==> src/hdl/neural_activation_unit_macros.svh <==
// Assertion macros for the activation unit.
// Used by the top level only; needs no other file.
`ifndef NEURAL_ACTIVATION_UNIT_MACROS_SVH
`define NEURAL_ACTIVATION_UNIT_MACROS_SVH
`ifndef SYNTH
// Same-cycle implication, checked out of reset.
`define NAU_ASSERT_IMP(lbl, clk, rstn, a, c) \
    lbl: assert property (@(posedge clk) disable iff (!(rstn)) (a) |-> (c)) \
        else $error("assertion failed");
// Next-cycle implication, checked out of reset.
`define NAU_ASSERT_NXT(lbl, clk, rstn, a, c) \
    lbl: assert property (@(posedge clk) disable iff (!(rstn)) (a) |=> (c)) \
        else $error("assertion failed");
`else
`define NAU_ASSERT_IMP(lbl, clk, rstn, a, c)
`define NAU_ASSERT_NXT(lbl, clk, rstn, a, c)
`endif
`endif

==> src/hdl/nau_pkg.sv <==
// Shared types and constants of the activation unit.
// No dependencies; imported by every module.
`timescale 1ns / 1ps
`default_nettype none
package nau_pkg;
    localparam int LANES     = 8;
    localparam int SW        = 32;
    localparam int DIV_BITS  = 18;
    localparam int DIV_BASE  = 4;
    localparam int NSTG      = DIV_BASE + DIV_BITS + 2;
    localparam int LCW       = 4;
    localparam int DATA_W    = ((LANES * SW + LCW + 7) / 8) * 8;

    localparam logic signed [31:0] SIX_Q  = 32'sd393216;
    localparam logic signed [31:0] FIVE_Q = 32'sd327680;
    localparam logic [23:0]        C27_Q  = 24'd1769472;
    localparam logic signed [31:0] HALF_Q = 32'sd32768;
    localparam logic [15:0]        SLOPE_RST = 16'd655;

    typedef enum logic [2:0] {
        MODE_PASS  = 3'd0,
        MODE_RELU  = 3'd1,
        MODE_RELU6 = 3'd2,
        MODE_LEAKY = 3'd3,
        MODE_SIG   = 3'd4
    } nau_mode_t;

    localparam logic [7:0] REG_MODE  = 8'd0;
    localparam logic [7:0] REG_SLOPE = 8'd1;

    // Per-stage load strobes plus the configuration every lane sees.
    typedef struct packed {
        logic [NSTG-1:0] load;
        logic [2:0]      mode;
        logic [15:0]     slope;
    } nau_ctrl_t;
endpackage
`default_nettype wire

==> src/hdl/nau_flow.sv <==
// Valid/ready chain of the lane pipeline; stages fill bubbles independently.
// Depends on nau_pkg.
`timescale 1ns / 1ps
`default_nettype none
module nau_flow import nau_pkg::*; (
    input  wire logic            aclk,
    input  wire logic            aresetn,
    input  wire logic            in_valid,
    input  wire logic            out_ready,
    output logic                 in_ready,
    output logic                 out_valid,
    output logic [NSTG-1:0]      load
);
    logic [NSTG-1:0] v_reg;
    logic [NSTG:0]   rdy;

    // A stage may load when it is empty or its content moves on.
    always_comb begin
        rdy[NSTG] = out_ready;
        for (int k = NSTG - 1; k >= 0; k--) begin
            rdy[k] = !v_reg[k] || rdy[k+1];
        end
    end

    assign load      = rdy[NSTG-1:0];
    assign in_ready  = rdy[0];
    assign out_valid = v_reg[NSTG-1];

    always_ff @(posedge aclk) begin
        if (!aresetn) begin
            v_reg <= '0;
        end else begin
            for (int k = 0; k < NSTG; k++) begin
                if (rdy[k]) begin
                    v_reg[k] <= (k == 0) ? in_valid : v_reg[(k == 0) ? 0 : k - 1];
                end
            end
        end
    end
endmodule
`default_nettype wire

==> config.mk <==
export PLATFORM = sky130hd
export DESIGN_NAME = nau_flow
export DESIGN_NICKNAME = d
export VERILOG_FILES = /design/src/hdl/neural_activation_unit_macros.svh /design/src/hdl/nau_pkg.sv /design/src/hdl/nau_flow.sv
export SDC_FILE = /design/constraint.sdc
export NUM_CORES = 1
export LEC_CHECK = 0
export BUFFER_PORTS_ARGS = -buffer_cell sky130_fd_sc_hd__buf_2
export CAP_MARGIN = 5
export CORE_ASPECT_RATIO = 1.2
export CORE_UTILIZATION = 50
export DETAILED_ROUTE_END_ITERATION = 12
export PLACE_DENSITY = 0.79
export SYNTH_ARGS = -nofsm -noshare
export SYNTH_HDL_FRONTEND = slang
export SYNTH_SLANG_ARGS = --single-unit
==> constraint.sdc <==
create_clock -name aclk -period 4.9 [get_ports aclk]
set_input_delay 0.49 -clock aclk [delete_from_list [all_inputs] [get_ports aclk]]
set_output_delay 0.49 -clock aclk [all_outputs]
set_load 0.01 [all_outputs]
==> flow_metrics.tcl, run 1 <==
set metrics [dict create \
    status "complete, no violations" \
    die_x_um 45.1 \
    antenna_cells 0 \
    grt_pass1_vias 818 \
    top_usage_layer "met2" \
    power_density_nw_per_um2 238 \
    relSlewSlack_pct 62.0 \
    grt_max_degree 30 \
    clockBufferDepth 2 \
    worst-slew-pin-transition_ns 0.566 \
    cts_resized 0 \
    holdPathStages 3 \
    rsz0062_at_grt "no" \
    wl_per_cell_um 11.6 \
    hp-start "in_valid" \
    vias_per_cell 5.15 \
    yosysWarnings 0 \
    path_class "reg -> out" \
    cp.depth 4 \
    num_io_pins 30 \
    final_nets 159 \
    drt-pass1-iter-count 4 \
    yosys.area.top_type_share_pct 43.1 \
    drc 0 \
    netlist_top_cells_area "dfxtp_1, a21boi_0, nand2_1" \
    r2r_start "v_reg[13]$_SDFFE_PN0P_" \
    crit_buf_inv 1 \
    r2r_end "v_reg[1]$_SDFFE_PN0P_" \
    grt_first_pass_wirelength_um 3350 \
    postCtsHoldBufs 0 \
    design_area_sq_um 1300 \
    met3_usage_pct 2.01 \
    fin_crit_ns 2.46 \
    ys_seq_area_share_pct 43.1 \
    syn_area_per_cell_sq_um 8.77 \
    setup_ws_ns 2.44 \
    dieArea_sq_um 2420 \
    area_growth_pct 17.0 \
    fp.dieH_um 53.7 \
    timing.clock.skew_ns 0.00515 \
    std_cell_rows 18 \
    crit_family "simple AND/OR/NAND/NOR gates" \
    root_buffer "clkbuf_4" \
    nFillCells 200 \
    io_buffers 29 \
    netlist_instances 127 \
    period_share_pct 50.2 \
    report.final.slew_viol_count 0 \
    path_max_fanout 10 \
    cp_slowest_cell "or4_4" \
    ys_seq_elements 24 \
    slowest_delay_ns 0.52 \
    clkSinkCount 24 \
    ant_nets 0 \
    antenna_found_initial 0 \
    grt.overflow.total 0 \
    dp_hpwl_um 1630 \
    rr_worst_depth 4 \
    largest_reg_flops 24 \
    cp_data_arrival_time_ns 1.97 \
    hold_viol_final 0 \
    crit_chain "and4_1 -> nand2_1 -> or4_4 -> buf_2" \
    routed_wl_um 2140 \
    track_usage_pct 18.8 \
    initial_core_util_pct 53.7 \
    p_leak_nw 0.465 \
    fp.coreArea_sq_um 2070 \
    syn-num-nets 131 \
    setup_viol 0 \
    max_cap_violations 0 \
    cp.required_ns 4.41 \
    hp-class "in -> reg" \
    finalSetupTns_ns 0 \
    cts_buffers 3 \
    drt_iter0_drc 9 \
    path_clk_slew_ns 0.13 \
    syn-cell-area_sq_um 1110 \
    vias 948 \
    globalplace.congestion 0.845 \
    reg2reg_slack_ns 3.21 \
    h-tree-depth 1 \
    place_ws_ns 2.54 \
    ir_worst_vdd_mv 0.156 \
    grt_use_met1_pct 22.3 \
    ys_types 24 \
    tritoncts "yes" \
    yosys.area.top_type "dfxtp_1" \
    fmax_mhz 406 \
    holdPathEnd "v_reg[0]$_SDFFE_PN0P_" \
    drive_above_1_share_pct 30.5 \
    post_cts_buffers 0 \
    place_area_sq_um 1270 \
    insertion_delay_ns 0.32 \
    start_kind "flip-flop" \
    met2_usage_pct 33.8 \
    worstSetupEndpointType "output port" \
    final_util_pct 62.9 \
]
[cell families after synthesis]
logic type / after synthesis / synth area share, %
and+or+nand+nor: 56 / 31.9
DFF: 24 / 43.1
AOI/OAI and AO/OA: 24 / 16.1
buffers and inverters: 23 / 8.88
[layout make-up]
cell class	count	area, sq um	area share [%]
Clock buffer	4	36.3	2.79
Inverter	17	68.8	5.28
Multi-Input combinational cell	80	534	41.0
Sequential cell	24	480	36.9
Tap cell	30	37.5	2.88
Timing Repair Buffer	29	145	11.1
[report_power, final]
group | total, W | internal [W] | switching, W | leakage, nW
Sequential | 0.000197 | 0.000196 | 0.000000876 | 0.194
Clock | 0.000104 | 0.0000455 | 0.0000590 | 0.0210
Combinational | 0.00000780 | 0.00000381 | 0.00000399 | 0.250
Total | 0.000310 | 0.000246 | 0.0000639 | 0.465
[Yosys cell counts]
cell type / instances
or4_4: 4
nand4_1: 6
inv_1: 15
a21boi_2: 4
and2_1: 1
nor3_1: 3
nor2_1: 2
buf_4: 2
inv_4: 2
a21boi_0: 9
and4_1: 2
o21ai_0: 5
clkbuf_1: 4
dfxtp_1: 24
nor2b_1: 2
a31oi_1: 1
nand3_4: 1
nand3_1: 12
nand2_1: 17
nor2_8: 2
o21a_1: 4
and3_1: 3
nand2b_4: 1
a21oi_1: 1
[cells in the final DEF (no fill, tap or decap)]
master / n
nand2b_4: 1
clkbuf_8: 1
a31oi_1: 1
nand2_1: 17
and3_1: 3
dfxtp_1: 24
buf_2: 29
a21boi_0: 9
inv_4: 2
nor2_8: 2
nor2_1: 2
nor3_1: 3
o21ai_0: 5
nand3_1: 12
inv_1: 15
o21a_1: 4
and2_1: 1
a21oi_1: 1
nor2b_1: 2
clkbuf_4: 3
nand4_1: 6
a21boi_2: 4
or4_4: 4
and4_1: 2
nand3_4: 1
[worst min-delay path: cells and delay by family]
kind,cells,cell delay [ns]
buffers and inverters,2,0.14
AOI/OAI and AO/OA,1,0.04
[layer usage]
metal / vias to the layer above / wire (um) / share of wire, %
met4: 0 / 25 / 1.2
met1: 434 / 983 / 46
met5: - / 0 / 0
met2: 23 / 1060 / 49
met3: 2 / 74 / 3.5
li1: 489 / - / -
[worst max path at each step]
stage	from	end	slack (ns)
global route	v_reg[13]$_SDFFE_PN0P_	load[3]	2.33
floorplan	out_ready	load[0]	2.62
CTS	v_reg[13]$_SDFFE_PN0P_	load[3]	2.44
finish	v_reg[13]$_SDFFE_PN0P_	load[3]	2.44
global placement	out_ready	in_ready	2.57
detailed placement	out_ready	load[3]	2.54
[per-stage QoR]
step | total power, W | cells | hold slack (ns)
after floorplan | 0.000208 | 127 | 0.431
after global placement | 0.000209 | 180 | 0.440
after detailed placement | 0.000209 | 180 | 0.454
after CTS | 0.000311 | 184 | 0.388
after global routing | 0.000322 | 184 | 0.380
final | 0.000310 | 184 | 0.395
Note: power is estimated with default switching activity, not from simulation.
==> run 2, diff against run 1 <==
Clock period 4.9 ns to 2.3 ns, I/O delays scaled along.
==> run 2 against run 1 <==
Against the previous run:
- critical path depth up 3
- clock skew is 0.00094 ns lower
- sequential power is 110% higher
- largest power group unchanged
==> flow_metrics.tcl, run 2 (synthesized netlist as in run 1, its figures left out) <==
set metrics [dict create \
    final_common_cell "buf_2" \
    hp-class "in -> reg" \
    report.final.slew_viol_count 0 \
    grt_first_pass_wirelength_um 3770 \
    postCtsHoldBufs 0 \
    antenna_found_initial 0 \
    io_buffers 29 \
    num_io_pins 30 \
    met3_usage_pct 4.03 \
    top_usage_layer "met2" \
    path_max_fanout 8 \
    p_seq_share_pct 65.0 \
    post_cts_buffers 0 \
    grt_pass1_vias 899 \
    vias_per_cell 5.27 \
    period_share_pct 92.8 \
    grt_max_degree 30 \
    cp.required_ns 2.07 \
    routed_wl_um 2170 \
    initial_core_util_pct 53.7 \
    setup_ws_ns 0.166 \
    ant_nets 0 \
    grt.overflow.total 0 \
    insertion_delay_ns 0.30 \
    final_util_pct 63.6 \
    fp.coreArea_sq_um 2070 \
    cts_buffers 3 \
    area_growth_pct 18.3 \
    combPwrFrac_pct 2.5 \
    design_area_sq_um 1320 \
    timing.clock.skew_ns 0.00421 \
    largest_reg_flops 24 \
    p_total_w 0.000648 \
    vias 981 \
    drive_above_1_share_pct 31.4 \
    worstSetupEndpointType "output port" \
    p_leak_nw 0.475 \
    slowest_delay_ns 0.55 \
    grt_use_met1_pct 23.5 \
    ir_worst_vdd_mv 0.364 \
    place_ws_ns 0.465 \
    rsz0062_at_grt "no" \
    crit_chain "nand2b_4 -> nor2_8 -> inv_4 -> nor2_8 -> inv_4 -> or4_4 -> buf_2" \
    fin_crit_ns 2.13 \
    met2_usage_pct 38.6 \
    tritoncts "yes" \
    sw_frac_of_total_pct 19.2 \
    drc 0 \
    p_clk_share_pct 32.5 \
    place_area_sq_um 1280 \
    worst-slew-pin-transition_ns 0.414 \
    hold_viol_final 0 \
    setup_viol 0 \
    status "complete, no violations" \
    root_buffer "clkbuf_4" \
    crit_buf_inv 3 \
    clkSinkCount 24 \
    dieArea_sq_um 2420 \
    die_x_um 45.1 \
    drt_iter0_drc 17 \
    dp_hpwl_um 1670 \
    finalSetupTns_ns 0 \
    power_density_nw_per_um2 492 \
    path_class "reg -> out" \
    final_nets 161 \
    h-tree-depth 1 \
    max_cap_violations 0 \
    cp_data_arrival_time_ns 1.90 \
    crit_family "simple AND/OR/NAND/NOR gates" \
    clockBufferDepth 2 \
    start_kind "flip-flop" \
    fmax_mhz 469 \
    internal-power_w 0.000523 \
    relSlewSlack_pct 72.4 \
    std_cell_rows 18 \
    fp.dieH_um 53.7 \
    path_clk_slew_ns 0.12 \
    antenna_cells 0 \
    drt-pass1-iter-count 4 \
    cp_slowest_cell "or4_4" \
    globalplace.congestion 0.893 \
    wl_per_cell_um 11.7 \
    p_sw_w 0.000125 \
    track_usage_pct 21.2 \
    mostFrequentLayoutCells "buf_2, dfxtp_1, nand2_1" \
    cts_resized 0 \
]
-- run 2: area by class of cell --
type,instances,area [sq um]
flip-flops and latches,24,480
inverters,17,68.8
repair buffers,31,160
clock buffers,4,36.3
well taps,30,37.5
multi-input cells,80,534
fillers,192,754
-- run 2: through the flow --
stage          std cells  hold WS [ns]
2_1_floorplan        127         0.367
3_3_place_gp         182         0.449
3_5_place_dp         182         0.460
4_1_cts              186         0.145
5_1_grt              186         0.139
6_report             186         0.148
-- run 2: final timing paths --
check	startpoint	end	slack (ns)	depth (start not counted)
max	v_reg[23]$_SDFFE_PN0P_	in_ready	0.17	7
min	in_valid	v_reg[0]$_SDFFE_PN0P_	0.15	3
max reg2reg	v_reg[23]$_SDFFE_PN0P_	v_reg[2]$_SDFFE_PN0P_	0.66	7
min reg2reg	v_reg[10]$_SDFFE_PN0P_	v_reg[11]$_SDFFE_PN0P_	0.47	2
-- run 2: power groups by stage --
stage	sequential [W]	combinational [W]	clock, W
after global placement	0.000430	0.0000166	0
final	0.000421	0.0000165	0.000210
after detailed placement	0.000430	0.0000170	0
after CTS	0.000421	0.0000169	0.000218
after floorplan	0.000429	0.0000132	0
after global routing	0.000421	0.0000187	0.000235
-- run 2: routing by layer --
metal  share of wire, %  vias up  wire (um)
li1                   -      490          -
met1                 43      453        936
met2                 50       32       1080
met3                4.9        6        106
met4                2.1        0         46
met5                  0        -          0
-- run 2: tightest hold or removal path, cell delays in order --
cell	delay, ns
buf_2	0.09
inv_1	0.05
a21boi_2	0.04
